==> config.mk <==
export PLATFORM = sky130hd
export DESIGN_NAME = llhp_binmap
export DESIGN_NICKNAME = d
export VERILOG_FILES = /design/src/sv/llhp_pkg.sv /design/src/sv/llhp_binmap.sv
export SDC_FILE = /design/constraint.sdc
export NUM_CORES = 1
export LEC_CHECK = 0
export BUFFER_PORTS_ARGS = -buffer_cell sky130_fd_sc_hd__buf_2
export CAP_MARGIN = 5
export CORE_MARGIN = 2
export CORE_UTILIZATION = 45
export DETAILED_ROUTE_END_ITERATION = 7
export PLACE_DENSITY = 0.65
export SETUP_SLACK_MARGIN = 0.5
export SYNTH_ARGS = -nofsm -noshare
export SYNTH_HDL_FRONTEND = slang
export SYNTH_SLANG_ARGS = --single-unit
==> constraint.sdc <==
create_clock -name clk -period 10.09 [get_ports clk]
set_input_delay 2.018 -clock clk [delete_from_list [all_inputs] [get_ports clk]]
set_output_delay 2.018 -clock clk [all_outputs]
set_load 0.05 [all_outputs]
==> src/sv/llhp_pkg.sv <==
package llhp_pkg;

	localparam int SAMPLE_W = 32;
	localparam int PCT_W = 17;
	localparam int TOTAL_W = 40;
	localparam int BIN_W = 10;
	localparam int COUNT_W = 32;
	localparam int LOGMIN_W = 22;
	localparam int SCALE_W = 16;
	localparam int CFG_IDX_W = 1;
	localparam int CFG_DATA_W = 22;

	localparam logic [CFG_IDX_W-1:0] CFG_LOG_MIN = 1'd0;
	localparam logic [CFG_IDX_W-1:0] CFG_BINS_PER_LOG2 = 1'd1;

	localparam logic [SCALE_W-1:0] SCALE_RESET = 16'd32;
	localparam logic [TOTAL_W-1:0] TOTAL_MAX = {TOTAL_W{1'b1}};
	localparam logic [COUNT_W-1:0] COUNT_MAX = {COUNT_W{1'b1}};

	typedef enum logic [1:0] {
		ACT_RECORD = 2'd0,
		ACT_INTERVAL = 2'd1,
		ACT_CUMULATIVE = 2'd2,
		ACT_CHECKPOINT = 2'd3
	} action_t;

	typedef struct packed {
		action_t action;
		logic [SAMPLE_W-1:0] sample_value;
		logic [PCT_W-1:0] percentile_q16;
		logic end_of_batch;
	} in_word_t;

	typedef struct packed {
		logic [BIN_W-1:0] bin_index;
		logic [TOTAL_W-1:0] total_events;
	} out_word_t;

endpackage

==> src/sv/llhp_binmap.sv <==
module llhp_binmap import llhp_pkg::*; (
	input  logic clk,
	input  logic [SAMPLE_W-1:0] sample,
	input  logic signed [LOGMIN_W-1:0] log_min,
	input  logic [SCALE_W-1:0] scale,
	output logic [BIN_W-1:0] bin
);
	localparam int BIN_AW = BIN_W;

	logic [4:0] lead;
	logic [15:0] frac;
	logic [SAMPLE_W-1:0] norm;
	logic signed [23:0] diff;
	logic signed [23:0] diff_s1;
	logic zero_s1;
	logic signed [41:0] prod;
	logic signed [41:0] idx;

	always_comb begin
		lead = '0;
		for (int i = 0; i < SAMPLE_W; i++) begin
			if (sample[i]) begin
				lead = 5'(i);
			end
		end
		norm = sample << (5'd31 - lead);
		frac = norm[30:15];
		diff = $signed({2'b00, lead, frac}) - 24'(log_min);
	end

	always_ff @(posedge clk) begin
		diff_s1 <= diff;
		zero_s1 <= (sample == '0);
	end

	always_comb begin
		prod = 42'(diff_s1) * $signed({1'b0, scale}) + 42'sd8388608;
		idx = prod >>> 24;
		if (zero_s1 || prod < 0) begin
			bin = '0;
		end else if (idx >= 42'(2 ** BIN_AW - 1)) begin
			bin = '1;
		end else begin
			bin = idx[BIN_AW-1:0];
		end
	end
endmodule

==> parameters.txt <==
Parameter                              Value

Floorplanning
  Vertical extent of the die    195 um
  Top-level port count    81
  Standard-cell rows    69
  Core area    35700 um2
  Starting Density    45.9%
  Die Width    195 um
  Area of the die    38000 um2

Timing
  Final Hold Fails    0
  Final critical-path setup slack    -0.352 ns
  Unrepaired setup endpoints after global routing    true
  Max Clock Freq    95.8 MHz
  Relative slew slack    41.7%
  Time the worst path needs with I/O delays and setup    10.44 ns
  Post-Route Setup TNS    -3.42 ns
  Period Utilization, post-route    103%
  Final count of pins violating max slew    0
  Final Setup Violations    10
  Slew at the pin closest to its max-slew limit    0.853 ns

Route
  Detailed-route wire length    41900 um
  # DRC    0
  Residual antenna-violating net count after detailed routing    0
  Via-per-instance ratio    5.18
  Wire per inst    16.9 um
  Initial drt markers    764
  1st-pass router iterations    6
  Detailed-route via count    12800

Finish
  Finished Core Util    53.2%
  Post-Layout Cell Count    2475
  Multi-input logic area    14400 um2
  Final #Nets    2590
  Area growth from synthesis to layout    15.9%
  Combined flip-flop and latch cell area    480 um2
  Final cell area excluding filler cells    19000 um2
  Filler cells    3339
  Ratio of cells with drive above 1 in the final layout    15.6%

Logic synthesis
  Area share of the largest cell type after synthesis    44.8%
  Post-synth top cells    inv_1, fa_1, nand2_1
  Biggest area consumer among synthesized cells    fa_1
  Top flip-flop cell by instance count after synthesis    dfxtp_1
  Synthesized netlist net count    2441
  Share of the yosys chip area belonging to registers    2.93%
  Synth warn    0
  Most common cell in the synthesized netlist    inv_1
  Top area cells in the synthesized netlist    fa_1, ha_1, inv_1
  Count of cell types in the netlist    77
  Register bit count reported by yosys    24
  Number of flops mapped to enable cells by yosys    0
  Number of standard cells after synthesis    1865
  Netlist area before placement    16400 um2
  Ys async rst share    0%
  Post-synthesis average cell area    8.79 um2

Min path
  WHS Endpoint    diff_s1[21]$_DFF_P_
  Path class of the lowest-slack min-delay path    in2reg
  Start point of the worst hold path    log_min[21]
  Number of stages on the worst hold path    2

Outcome
  Status    finished with violations
  Violated checks    negative setup slack

Setup path
  Critical Path Sink Type    output port
  Crit path launch type    primary input
  Crit path arrival time    8.42 ns
  Data required time of the critical path    8.07 ns
  Top fanout value on the critical path    10
  Kind of critical path    in2out

GRT
  Antenna violations before repair    2
  Wire length of the first global-routing pass    69800 um
  Global route total overflow    0
  Pin count of the biggest net entering global routing    26
  Total GRT Usage    22.8%
  Vias in the first global route    14100

Run
  Max-cap violation count    0

Placed design
  Number of I/O port buffers    80
  Hpwl dp    35400 um
  Post-place instance area    18200 um2
  RePlAce Congestion    0.917
  Number of placed cells counting well taps    2451

Clocking
  Clock Sinks    24
  Number of hold buffers added after CTS    0
  Clock Pin Slew Worst Setup and Hold Paths    0.06 ns
  Clock buffer count from CTS    3
  H-tree level count    1
  CTS tree    yes
  Buffer type at the clock tree root    clkbuf_16
  Largest buffer count on any clock path    2
## critical path: stages
cell and delay, ns:
buf_8 0.13, buf_12 0.13, nand2_1 0.08, fa_1 0.62, fa_1 0.46, fa_1 0.59
fa_2 0.45, fa_1 0.48, inv_1 0.05, fa_1 0.46, ha_1 0.31, nand4_1 0.15
nand2_1 0.07, a221o_1 0.30, a31o_4 0.25, o2111ai_4 0.24, a21oi_4 0.10, o21ai_2 0.17
a21oi_2 0.09, or3_1 0.30, a311o_1 0.41, clkbuf_16 0.19, o21a_4 0.19, buf_8 0.14
## placed cells by master (no fill, tap or decap), types with 17 or more instances in the layout
cell type / n
a21oi_1: 34
and2_1: 180
buf_2: 57
buf_4: 119
buf_6: 17
dfxtp_1: 24
fa_1: 354
ha_1: 127
inv_1: 421
mux2i_1: 55
nand2_1: 205
nand3_1: 19
nor2_1: 59
nor3_1: 27
o21ai_0: 28
xnor2_1: 27
## final cells by class
| cell class | count | area share (%) |
|---|---|---|
| Antenna cell | 1 | 0.0132 |
| Clock buffer | 3 | 0.395 |
| Clock inverter | 1 | 0.158 |
| Inverter | 433 | 8.60 |
| Multi-Input combinational cell | 1336 | 75.6 |
| Sequential cell | 24 | 2.53 |
| Tap cell | 461 | 3.04 |
| Timing Repair Buffer | 216 | 9.65 |
## metrics by stage
stage	setup slack, ns	hold slack [ns]
4_1_cts	-0.357	1.97
5_1_grt	-0.531	1.97
3_5_place_dp	-0.662	2.23
6_report	-0.352	1.97
2_1_floorplan	0.265	2.11
3_3_place_gp	-0.570	2.23
## how the worst max path moves through the flow
stage          startpoint      to  slack (ns)  cells after the start
2_1_floorplan   scale[13]  bin[0]        0.26                     23
3_3_place_gp     scale[5]  bin[8]       -0.57                     25
3_5_place_dp     scale[5]  bin[9]       -0.66                     29
4_1_cts         scale[13]  bin[9]       -0.36                     25
5_1_grt         scale[11]  bin[4]       -0.53                     29
6_report         scale[9]  bin[4]       -0.35                     24
## state kept, by name (all words and copies together) (netlist names)
| name | flops |
|---|---|
| zero_s1 | 1 |
| diff_s1 | 23 |
## what timing repair did
| action | CTS | global route |
|---|---|---|
| endpoints found under the hold margin | 0 | 0 |
| endpoints found under the setup margin | 10 | 10 |
| cloned | 0 | 4 |
| gates resized for setup | 52 | 81 |
| pin swaps | 18 | 31 |
| buffers inserted | 6 | 9 |
## per-layer routing
metal,vias to the layer above,wire (um),GRT usage [%]
met5,-,13,0
met4,2,1030,4.38
met3,61,2170,2.79
met2,364,20700,41.0
met1,6404,18000,29.7
li1,5985,-,-
## cell families (layout without fill, tap and decap cells)
family	Yosys count	in the layout	synth area share [%]
compound gates	180	180	7.54
simple gates	554	554	16.7
xor+xnor	37	37	1.98
buf+inv	505	653	11.8
other cells	0	1	0
mux	60	60	3.70
fa+ha+maj	505	505	55.3
flops	24	24	2.93
Power is not shown: default switching activity piles up to over one toggle a cycle in this logic, so the estimate is an artifact.
